--- src/design/isl_pkg.sv ---
`timescale 1ns / 1ps
// ----------------------------------------------------------------------------
// isl_pkg
// Shared types for the interval set subtract and lookup block.
// ----------------------------------------------------------------------------
package isl_pkg;

   typedef enum logic [1:0] {
      CMD_CLEAR    = 2'd0,
      CMD_APPEND   = 2'd1,
      CMD_SUBTRACT = 2'd2,
      CMD_LOOKUP   = 2'd3
   } cmd_type;

   typedef struct packed {
      logic        found;
      logic [31:0] range_start;
      logic [31:0] range_end;
      logic [5:0]  entries_now;
      logic        overflow;
   } result_type;

   typedef struct packed {
      logic idle;
      logic done;
   } status_type;

endpackage

--- src/design/isl_mem.sv ---
`timescale 1ns / 1ps
// ----------------------------------------------------------------------------
// isl_mem
// Range table storage: one write port, one registered read port.
// ----------------------------------------------------------------------------
module isl_mem #(
   parameter int DEPTH  = 32,
   parameter int DATA_W = 64
) (
   input  logic                     clock,
   input  logic                     wr_en,
   input  logic [$clog2(DEPTH)-1:0] wr_addr,
   input  logic [DATA_W-1:0]        wr_data,
   input  logic [$clog2(DEPTH)-1:0] rd_addr,
   output logic [DATA_W-1:0]        rd_data
);
   logic [DATA_W-1:0] mem_ff [DEPTH];
   logic [DATA_W-1:0] rd_data_ff;

   always_ff @(posedge clock) begin
      if (wr_en) begin
         mem_ff[wr_addr] <= wr_data;
      end
      rd_data_ff <= mem_ff[rd_addr];
   end

   assign rd_data = rd_data_ff;
endmodule

--- src/design/isl_ctrl.sv ---
`timescale 1ns / 1ps
// ----------------------------------------------------------------------------
// isl_ctrl
// Command sequencer: scan, shift, cut and binary search over the range table.
// ----------------------------------------------------------------------------
module isl_ctrl #(
   parameter int MAX_RANGES  = 32,
   parameter int FRAME_WIDTH = 32
) (
   input  logic                          clock,
   input  logic                          reset,
   input  logic                          start,
   input  isl_pkg::cmd_type              cmd,
   input  logic [31:0]                   frame_a,
   input  logic [31:0]                   frame_b,
   output isl_pkg::status_type           status,
   output isl_pkg::result_type           result,
   output logic                          mem_wr_en,
   output logic [$clog2(MAX_RANGES)-1:0] mem_wr_addr,
   output logic [2*FRAME_WIDTH-1:0]      mem_wr_data,
   output logic [$clog2(MAX_RANGES)-1:0] mem_rd_addr,
   input  logic [2*FRAME_WIDTH-1:0]      mem_rd_data
);
   import isl_pkg::*;

   localparam int FW    = FRAME_WIDTH;
   localparam int IDX_W = $clog2(MAX_RANGES);
   localparam int CNT_W = $clog2(MAX_RANGES + 1);
   localparam logic [CNT_W-1:0] CNT_MAX = CNT_W'(MAX_RANGES);
   localparam logic [CNT_W-1:0] CNT_ONE = CNT_W'(1);
   localparam logic [FW-1:0]    FR_ONE  = FW'(1);

   typedef enum logic [11:0] {
      S_IDLE    = 12'b0000_0000_0001,
      S_SCAN    = 12'b0000_0000_0010,
      S_EVAL    = 12'b0000_0000_0100,
      S_UP_RD   = 12'b0000_0000_1000,
      S_UP_WR   = 12'b0000_0001_0000,
      S_UP_PUT  = 12'b0000_0010_0000,
      S_HOLD    = 12'b0000_0100_0000,
      S_DN_RD   = 12'b0000_1000_0000,
      S_DN_WR   = 12'b0001_0000_0000,
      S_LK      = 12'b0010_0000_0000,
      S_LK_EVAL = 12'b0100_0000_0000,
      S_DONE    = 12'b1000_0000_0000
   } state_type;

   state_type state_ff, state_in;
   cmd_type   cmd_ff, cmd_in;
   logic signed [FW-1:0] a_ff, a_in, b_ff, b_in;
   logic signed [FW-1:0] s_ff, s_in, hold_e_ff, hold_e_in;
   logic signed [FW-1:0] up_s_ff, up_s_in, up_e_ff, up_e_in;
   logic signed [FW-1:0] rs_ff, rs_in, re_ff, re_in;
   logic split_ff, split_in, ret_done_ff, ret_done_in;
   logic ovf_ff, ovf_in, found_ff, found_in;
   logic [CNT_W-1:0] cnt_ff, cnt_in, i_ff, i_in, j_ff, j_in, pos_ff, pos_in;
   logic signed [CNT_W:0] lo_ff, lo_in, hi_ff, hi_in, mid_ff, mid_in;

   logic signed [FW+31:0] a_wide, b_wide, rs_wide, re_wide;
   logic signed [FW-1:0]  req_a, req_b, rd_s, rd_e, dec_a, inc_b, new_s, new_e;
   logic signed [CNT_W+1:0] lk_sum;
   logic [CNT_W+5:0] cnt_wide;
   logic [CNT_W-1:0] i_dec, j_dec, j_inc, pos_inc;

   assign a_wide  = (FW + 32)'(signed'(frame_a));
   assign b_wide  = (FW + 32)'(signed'(frame_b));
   assign req_a   = a_wide[FW-1:0];
   assign req_b   = b_wide[FW-1:0];
   assign rd_s    = mem_rd_data[2*FW-1:FW];
   assign rd_e    = mem_rd_data[FW-1:0];
   assign dec_a   = a_ff - FR_ONE;
   assign inc_b   = b_ff + FR_ONE;
   assign new_s   = (rd_s < a_ff) ? rd_s : inc_b;
   assign new_e   = (rd_s < a_ff) ? dec_a : rd_e;
   assign lk_sum  = (CNT_W + 2)'(lo_ff) + (CNT_W + 2)'(hi_ff);
   assign i_dec   = i_ff - CNT_ONE;
   assign j_dec   = j_ff - CNT_ONE;
   assign j_inc   = j_ff + CNT_ONE;
   assign pos_inc = pos_ff + CNT_ONE;

   always_comb begin
      state_in    = state_ff;
      cmd_in      = cmd_ff;
      a_in        = a_ff;
      b_in        = b_ff;
      s_in        = s_ff;
      hold_e_in   = hold_e_ff;
      up_s_in     = up_s_ff;
      up_e_in     = up_e_ff;
      rs_in       = rs_ff;
      re_in       = re_ff;
      split_in    = split_ff;
      ret_done_in = ret_done_ff;
      ovf_in      = ovf_ff;
      found_in    = found_ff;
      cnt_in      = cnt_ff;
      i_in        = i_ff;
      j_in        = j_ff;
      pos_in      = pos_ff;
      lo_in       = lo_ff;
      hi_in       = hi_ff;
      mid_in      = mid_ff;
      mem_wr_en   = 1'b0;
      mem_wr_addr = i_ff[IDX_W-1:0];
      mem_wr_data = {s_ff, hold_e_ff};
      mem_rd_addr = i_ff[IDX_W-1:0];

      unique case (state_ff)
         S_IDLE: begin
            if (start) begin
               cmd_in   = cmd;
               a_in     = req_a;
               b_in     = req_b;
               ovf_in   = 1'b0;
               found_in = 1'b0;
               rs_in    = '0;
               re_in    = '0;
               state_in = S_DONE;
               case (cmd)
                  CMD_CLEAR: cnt_in = '0;
                  CMD_APPEND: begin
                     if (cnt_ff >= CNT_MAX) begin
                        ovf_in = 1'b1;
                     end else begin
                        mem_wr_en   = 1'b1;
                        mem_wr_addr = cnt_ff[IDX_W-1:0];
                        mem_wr_data = {req_a, req_b};
                        cnt_in      = cnt_ff + CNT_ONE;
                     end
                  end
                  CMD_SUBTRACT: begin
                     split_in = req_b < req_a;
                     i_in     = cnt_ff;
                     state_in = S_SCAN;
                  end
                  default: begin
                     rs_in    = req_a;
                     re_in    = req_a;
                     lo_in    = '0;
                     hi_in    = signed'({1'b0, cnt_ff}) - signed'((CNT_W + 1)'(1));
                     state_in = S_LK;
                  end
               endcase
            end
         end
         S_SCAN: begin
            if (i_ff == '0) begin
               state_in = S_DONE;
            end else begin
               i_in        = i_dec;
               mem_rd_addr = i_dec[IDX_W-1:0];
               state_in    = S_EVAL;
            end
         end
         S_EVAL: begin
            pos_in      = i_ff;
            s_in        = rd_s;
            ret_done_in = 1'b0;
            j_in        = i_ff;
            up_e_in     = rd_e;
            state_in    = S_SCAN;
            if (split_ff) begin
               if (rd_s == a_ff || rd_e < a_ff) begin
                  state_in = S_DONE;
               end else if (rd_s < a_ff) begin
                  hold_e_in = dec_a;
                  up_s_in   = a_ff;
                  state_in  = S_UP_RD;
                  j_in      = cnt_ff;
                  if (!(rd_e > a_ff)) begin
                     state_in = S_HOLD;
                  end else if (cnt_ff >= CNT_MAX) begin
                     ovf_in   = 1'b1;
                     state_in = S_HOLD;
                  end
               end
            end else if (rd_e < a_ff || rd_s > b_ff) begin
               state_in = S_SCAN;
            end else if (rd_s < a_ff && rd_e > b_ff) begin
               hold_e_in = dec_a;
               up_s_in   = inc_b;
               state_in  = S_UP_RD;
               j_in      = cnt_ff;
               if (!(rd_e > inc_b)) begin
                  state_in = S_HOLD;
               end else if (cnt_ff >= CNT_MAX) begin
                  ovf_in   = 1'b1;
                  state_in = S_HOLD;
               end
            end else if ((rd_s >= a_ff && rd_e <= b_ff) || new_e <= new_s) begin
               state_in = S_DN_RD;
            end else begin
               mem_wr_en   = 1'b1;
               mem_wr_data = {new_s, new_e};
            end
         end
         // open a slot at pos+1 by moving the tail up one entry at a time
         S_UP_RD: begin
            if (j_ff > pos_inc) begin
               mem_rd_addr = j_dec[IDX_W-1:0];
               state_in    = S_UP_WR;
            end else begin
               state_in = S_UP_PUT;
            end
         end
         S_UP_WR: begin
            mem_wr_en   = 1'b1;
            mem_wr_addr = j_ff[IDX_W-1:0];
            mem_wr_data = mem_rd_data;
            j_in        = j_dec;
            state_in    = S_UP_RD;
         end
         S_UP_PUT: begin
            mem_wr_en   = 1'b1;
            mem_wr_addr = pos_inc[IDX_W-1:0];
            mem_wr_data = {up_s_ff, up_e_ff};
            cnt_in      = cnt_ff + CNT_ONE;
            state_in    = S_HOLD;
         end
         S_HOLD: begin
            if (hold_e_ff <= s_ff) begin
               j_in        = pos_ff;
               ret_done_in = 1'b1;
               state_in    = S_DN_RD;
            end else begin
               mem_wr_en   = 1'b1;
               mem_wr_addr = pos_ff[IDX_W-1:0];
               mem_wr_data = {s_ff, hold_e_ff};
               state_in    = S_DONE;
            end
         end
         // close the gap at j by moving the tail down one entry at a time
         S_DN_RD: begin
            if (j_inc < cnt_ff) begin
               mem_rd_addr = j_inc[IDX_W-1:0];
               state_in    = S_DN_WR;
            end else begin
               cnt_in   = cnt_ff - CNT_ONE;
               state_in = ret_done_ff ? S_DONE : S_SCAN;
            end
         end
         S_DN_WR: begin
            mem_wr_en   = 1'b1;
            mem_wr_addr = j_ff[IDX_W-1:0];
            mem_wr_data = mem_rd_data;
            j_in        = j_inc;
            state_in    = S_DN_RD;
         end
         S_LK: begin
            if (lo_ff > hi_ff) begin
               state_in = S_DONE;
            end else begin
               mid_in      = lk_sum[CNT_W+1:1];
               mem_rd_addr = lk_sum[IDX_W:1];
               state_in    = S_LK_EVAL;
            end
         end
         S_LK_EVAL: begin
            state_in = S_LK;
            if (rd_s > a_ff) begin
               hi_in = mid_ff - signed'((CNT_W + 1)'(1));
            end else if (rd_e < a_ff) begin
               lo_in = mid_ff + signed'((CNT_W + 1)'(1));
            end else begin
               found_in = 1'b1;
               rs_in    = rd_s;
               re_in    = rd_e;
               state_in = S_DONE;
            end
         end
         S_DONE: state_in = S_IDLE;
         default: state_in = S_IDLE;
      endcase
   end

   always_ff @(posedge clock) begin
      if (reset) begin
         state_ff <= S_IDLE;
         cnt_ff   <= '0;
      end else begin
         state_ff <= state_in;
         cnt_ff   <= cnt_in;
      end
      cmd_ff      <= cmd_in;
      a_ff        <= a_in;
      b_ff        <= b_in;
      s_ff        <= s_in;
      hold_e_ff   <= hold_e_in;
      up_s_ff     <= up_s_in;
      up_e_ff     <= up_e_in;
      rs_ff       <= rs_in;
      re_ff       <= re_in;
      split_ff    <= split_in;
      ret_done_ff <= ret_done_in;
      ovf_ff      <= ovf_in;
      found_ff    <= found_in;
      i_ff        <= i_in;
      j_ff        <= j_in;
      pos_ff      <= pos_in;
      lo_ff       <= lo_in;
      hi_ff       <= hi_in;
      mid_ff      <= mid_in;
   end

   assign rs_wide  = (FW + 32)'(rs_ff);
   assign re_wide  = (FW + 32)'(re_ff);
   assign cnt_wide = (CNT_W + 6)'(cnt_ff);

   assign status.idle = (state_ff == S_IDLE);
   assign status.done = (state_ff == S_DONE);

   assign result.found       = found_ff && (cmd_ff == CMD_LOOKUP);
   assign result.range_start = rs_wide[31:0];
   assign result.range_end   = re_wide[31:0];
   assign result.entries_now = cnt_wide[5:0];
   assign result.overflow    = ovf_ff;
endmodule

--- src/design/interval_set_subtract_lookup.sv ---
`timescale 1ns / 1ps
// ----------------------------------------------------------------------------
// interval_set_subtract_lookup
// Sorted range table with clear, append, subtract/split and lookup commands.
// ----------------------------------------------------------------------------
//  channel | ports                                   | direction
//  req     | req_valid req_stall req_command/frame_* | in
//  rsp     | rsp_valid rsp_stall rsp_found ...       | out
//
// Clear and append finish without walking the table. Subtract walks the table
// from the tail, reading each entry visited, and moves entries one at a time,
// a read and then a write, when a range is erased or split. Lookup is a binary
// search over the table. Reset empties the table at once. A new beat
// is taken only while the sequencer is idle and no result waits.
module interval_set_subtract_lookup #(
   parameter int MAX_RANGES  = 32,
   parameter int FRAME_WIDTH = 32
) (
   input  logic        clock,
   input  logic        reset,
   input  logic        req_valid,
   output logic        req_stall,
   input  logic [1:0]  req_command,
   input  logic [31:0] req_frame_a,
   input  logic [31:0] req_frame_b,
   output logic        rsp_valid,
   input  logic        rsp_stall,
   output logic        rsp_found,
   output logic [31:0] rsp_range_start,
   output logic [31:0] rsp_range_end,
   output logic [5:0]  rsp_entries_now,
   output logic        rsp_overflow
);
   import isl_pkg::*;

   localparam int IDX_W = $clog2(MAX_RANGES);

   status_type status;
   result_type result;
   result_type rsp_ff;
   logic       rsp_valid_ff, rsp_valid_in;
   logic       start;

   logic                     mem_wr_en;
   logic [IDX_W-1:0]         mem_wr_addr, mem_rd_addr;
   logic [2*FRAME_WIDTH-1:0] mem_wr_data, mem_rd_data;

   assign req_stall = !status.idle || rsp_valid_ff;
   assign start     = req_valid && !req_stall;

   isl_ctrl #(
      .MAX_RANGES  (MAX_RANGES),
      .FRAME_WIDTH (FRAME_WIDTH)
   ) u_ctrl (
      .clock       (clock),
      .reset       (reset),
      .start       (start),
      .cmd         (cmd_type'(req_command)),
      .frame_a     (req_frame_a),
      .frame_b     (req_frame_b),
      .status      (status),
      .result      (result),
      .mem_wr_en   (mem_wr_en),
      .mem_wr_addr (mem_wr_addr),
      .mem_wr_data (mem_wr_data),
      .mem_rd_addr (mem_rd_addr),
      .mem_rd_data (mem_rd_data)
   );

   isl_mem #(
      .DEPTH  (MAX_RANGES),
      .DATA_W (2 * FRAME_WIDTH)
   ) u_mem (
      .clock   (clock),
      .wr_en   (mem_wr_en),
      .wr_addr (mem_wr_addr),
      .wr_data (mem_wr_data),
      .rd_addr (mem_rd_addr),
      .rd_data (mem_rd_data)
   );

   // hold the result beat until the far side takes it
   always_comb begin
      rsp_valid_in = rsp_valid_ff;
      if (rsp_valid_ff && !rsp_stall) begin
         rsp_valid_in = 1'b0;
      end
      if (status.done) begin
         rsp_valid_in = 1'b1;
      end
   end

   always_ff @(posedge clock) begin
      if (reset) begin
         rsp_valid_ff <= 1'b0;
      end else begin
         rsp_valid_ff <= rsp_valid_in;
      end
      if (status.done) begin
         rsp_ff <= result;
      end
   end

   assign rsp_valid       = rsp_valid_ff;
   assign rsp_found       = rsp_ff.found;
   assign rsp_range_start = rsp_ff.range_start;
   assign rsp_range_end   = rsp_ff.range_end;
   assign rsp_entries_now = rsp_ff.entries_now;
   assign rsp_overflow    = rsp_ff.overflow;
endmodule
--- config.mk ---
export PLATFORM = sky130hd
export DESIGN_NAME = interval_set_subtract_lookup
export DESIGN_NICKNAME = d
export VERILOG_FILES = /design/src/design/isl_pkg.sv /design/src/design/isl_mem.sv /design/src/design/isl_ctrl.sv /design/src/design/interval_set_subtract_lookup.sv
export SDC_FILE = /design/constraint.sdc
export NUM_CORES = 2
export LEC_CHECK = 0
export BUFFER_PORTS_ARGS = -buffer_cell sky130_fd_sc_hd__buf_2
export CAP_MARGIN = 20
export CORE_UTILIZATION = 45
export DETAILED_ROUTE_END_ITERATION = 6
export MAX_ROUTING_LAYER = met4
export PLACE_DENSITY = 0.6
export SLEW_MARGIN = 20
export SYNTH_ARGS = -nofsm -noshare
export SYNTH_HDL_FRONTEND = slang
export SYNTH_SLANG_ARGS = --single-unit
--- constraint.sdc ---
create_clock -name clock -period 12.55 [get_ports clock]
set_input_delay 1.8825 -clock clock [delete_from_list [all_inputs] [get_ports clock]]
set_output_delay 1.8825 -clock clock [all_outputs]
set_load 0.02 [all_outputs]
==> results.yml <==
status:
  status: "finished, violations left"
  failed_checks: "DRC"
power_and_ir_drop:
  p_switching_mw: 11.2
  sequentialPowerShare: 0.404
  fin_total_pwr_mw: 30.1
  netSwitchingFraction: 0.372
  clockPowerShare: 0.260
  intPower_mw: 18.9
  ir_drop_v: 0.000167
  leakage_nw: 43.6
  p_comb_frac: 0.336
  powerDensity_nw_per_um2: 246
global_route:
  gr-usage-met1: 0.420
  grt_pass1_vias: 69100
  use_met2: 0.443
  grt-busiest-layer: "met2"
  grtUsageTotal: 0.299
  grt_max_degree: 146
  grt_overflow: 0
  grt_pass1_wl_mm: 508
  grt_antenna_before_repair: 27
  grt.met3_usage: 0.0527
sta:
  whs_ns: 0.416
  worst_slew_pin_slew_ns: 1.22
  slew_headroom: 0.182
  drv_slew: 0
  hold_violations: 0
  finalSetupViolations: 0
  fin_crit_sh: 0.763
  fin_crit_ns: 9.57
  skew_ns: 0.0745
  fmax_mhz: 104
  setup_tns_ns: 0
  grt_setup_unrepaired: "false"
final_layout:
  fin_nets: 8826
  layout-drive-gt1-share: 0.108
  instances_no_fill: 11800
  fillCellCount: 20000
  syn_to_final_growth_pct: 13.1
floorplan:
  io_pins: 144
  rows: 179
  start_util: 0.453
  dieWidth_um: 492
  core_area_um2: 238000
  die_area_um2: 242000
  die_y_um: 492
logic_synthesis:
  synthDistinctLibCells: 97
  synthTopCellsByCount: "edfxtp_1, nand2_1, nand3_1, a21oi_1, ha_1"
  yosysTopAreaCellShare: 0.673
  synth.net_count: 8676
  synth_top_area_cell: "edfxtp_1"
  postSynthCellCount: 8314
  yosysWarningCount: 0
  synth_ff_type: "edfxtp_1"
  synth_area_um2: 108000
  synth_most_common_cell: "edfxtp_1"
  synth_seq_cells: 2504
  syn_avg_cell_area_um2: 13.0
  synth-edff-count: 2421
  async_flop_share: 0
  ys_seq_area_frac: 0.689
  synth_top_cells_by_area: "edfxtp_1, nand2_1, ha_1, nand3_1, mux2i_1"
critical_path:
  end_kind: "flip-flop"
  cp-start-kind: "flip-flop"
  required_ns: 13.12
  cp.arrival_ns: 10.14
  crit_path_max_fanout: 25
  path_class: "flip-flop to flip-flop"
clock_network:
  cts_setup_buffers: 0
  cts.sinks: 2504
  clk_path_buf_depth: 4
  cts_tree: "built"
  path_clk_slew_ns: 0.06
  cts.repair.resized: 0
  cts_root_buf: "clkbuf_16"
  numCtsBuffers: 284
  clock_latency_ns: 0.97
  cts_hold_buf: 0
  h-tree-depth: 5
worst_hold_path:
  worstHoldPathType: "flip-flop to flip-flop"
routing:
  wl_per_cell_um: 30.2
  drc: 76
  viasPerCell: 6.18
  ant_nets: 0
  vias: 73200
  wl_mm: 358
  first_iter_violations: 9912
  drtPass1Iterations: 7
place:
  dp.cells: 11300
  hpwl_mm: 221
  portBuffers: 143
  gp_congestion: 0.931
run:
  cap_violations: 0
-- kinds of logic after synthesis --
| logic type | synth area share |
|---|---|
| flops | 0.689 |
| fa+ha+maj | 0.0339 |
| simple gates | 0.126 |
| mux | 0.0244 |
| xor+xnor | 0.00746 |
| buf+inv | 0.0270 |
| compound gates | 0.0926 |
-- registers in the layout, summed over array words and instances (netlist names), 2 cells and up --
signal and count:
u_ctrl.cnt_ff 6, u_ctrl.hold_e_ff 32, u_ctrl.state_ff 12, u_ctrl.up_e_ff 32, u_ctrl.i_ff 6, u_ctrl.hi_ff 7, u_ctrl.up_s_ff 32, u_ctrl.cmd_ff 2
u_mem.rd_data 64, rsp_range_start 32, u_ctrl.a_ff 32, rsp_entries_now 6, u_ctrl.re_ff 32, u_ctrl.j_ff 6, u_ctrl.mid_ff 7, u_ctrl.rs_ff 32
u_ctrl.b_ff 32, u_ctrl.lo_ff 7, rsp_range_end 32, u_ctrl.pos_ff 6, u_mem.mem_ff 2048, u_ctrl.s_ff 32
-- power by group through the flow --
stage | Sequential [mW] | Combinational, mW | Clock, mW
5_1_grt | 12.2 | 10.7 | 8.23
3_3_place_gp | 12.3 | 9.78 | 0
3_5_place_dp | 12.3 | 9.87 | 0
6_report | 12.1 | 10.1 | 7.82
2_1_floorplan | 12.2 | 5.38 | 0
4_1_cts | 12.1 | 9.90 | 7.91
-- worst max-delay path: stages (launching register included) --
cell and delay [ns]:
edfxtp_1 0.44, inv_1 0.16, ha_1 0.33, nand4_1 0.29, nor4_1 0.73, o41ai_1 0.35, a31oi_4 0.79, inv_1 0.65
mux2i_1 0.35, inv_1 0.09, ha_1 0.30, a21o_1 0.19, a21o_1 0.17, a21oi_1 0.25, o21ai_0 0.22, a21oi_1 0.20
o21ai_0 0.11, mux2_2 0.43, o41a_1 0.68, or3b_1 0.82, nor2_4 1.04, buf_4 0.54
-- cells in the final DEF (no fill, tap or decap), types with 145 or more instances in the layout --
cell,n
clkbuf_16,290
o21ai_0,178
nand2_1,1874
mux2i_1,227
buf_4,188
inv_1,176
buf_2,145
a21oi_1,323
edfxtp_1,2421
and3_1,221
ha_1,291
nand3_1,495
-- routing by layer --
layer | share of wire | wire length [um] | vias to the layer above
li1 | - | - | 31600
met1 | 0.42 | 150000 | 37000
met2 | 0.45 | 161000 | 3984
met3 | 0.098 | 35000 | 571
met4 | 0.031 | 11000 | 0
met5 | 0 | 0 | -
-- path summary, 6_finish.rpt --
kind / startpoint / to / slack [ns] / cells after the start
min reg2reg: u_ctrl.rs_ff[13] / rsp_range_start[13] / 0.42 / 0
max reg2reg: u_ctrl.a_ff[27] / u_mem.mem_ff[17][57] / 2.98 / 21
min: u_ctrl.rs_ff[13] / rsp_range_start[13] / 0.42 / 0
max: u_ctrl.a_ff[27] / u_mem.mem_ff[17][57] / 2.98 / 21
-- per-stage QoR --
step / cell area [um^2] / worst slack [ns] / util
floorplan: 108000 / 2.93 / -
global placement: 113000 / 2.97 / 0.476
detailed placement: 113000 / 3.02 / 0.476
CTS: 122000 / 2.98 / 0.512
global route: 122000 / 2.80 / 0.513
finish: 122000 / 2.98 / 0.513
-- final cells by class --
class / instances / area, um^2 / area share
diodes: 6 / 15.0 / 0.000123
clock buffers: 350 / 7520 / 0.0616
clock inverters: 133 / 1020 / 0.00833
inverters: 180 / 678 / 0.00555
multi-input cells: 5135 / 31900 / 0.261
flip-flops and latches: 2504 / 74400 / 0.609
well taps: 3167 / 3960 / 0.0325
repair buffers: 359 / 2660 / 0.0218
(Power assumes the default switching activity.)
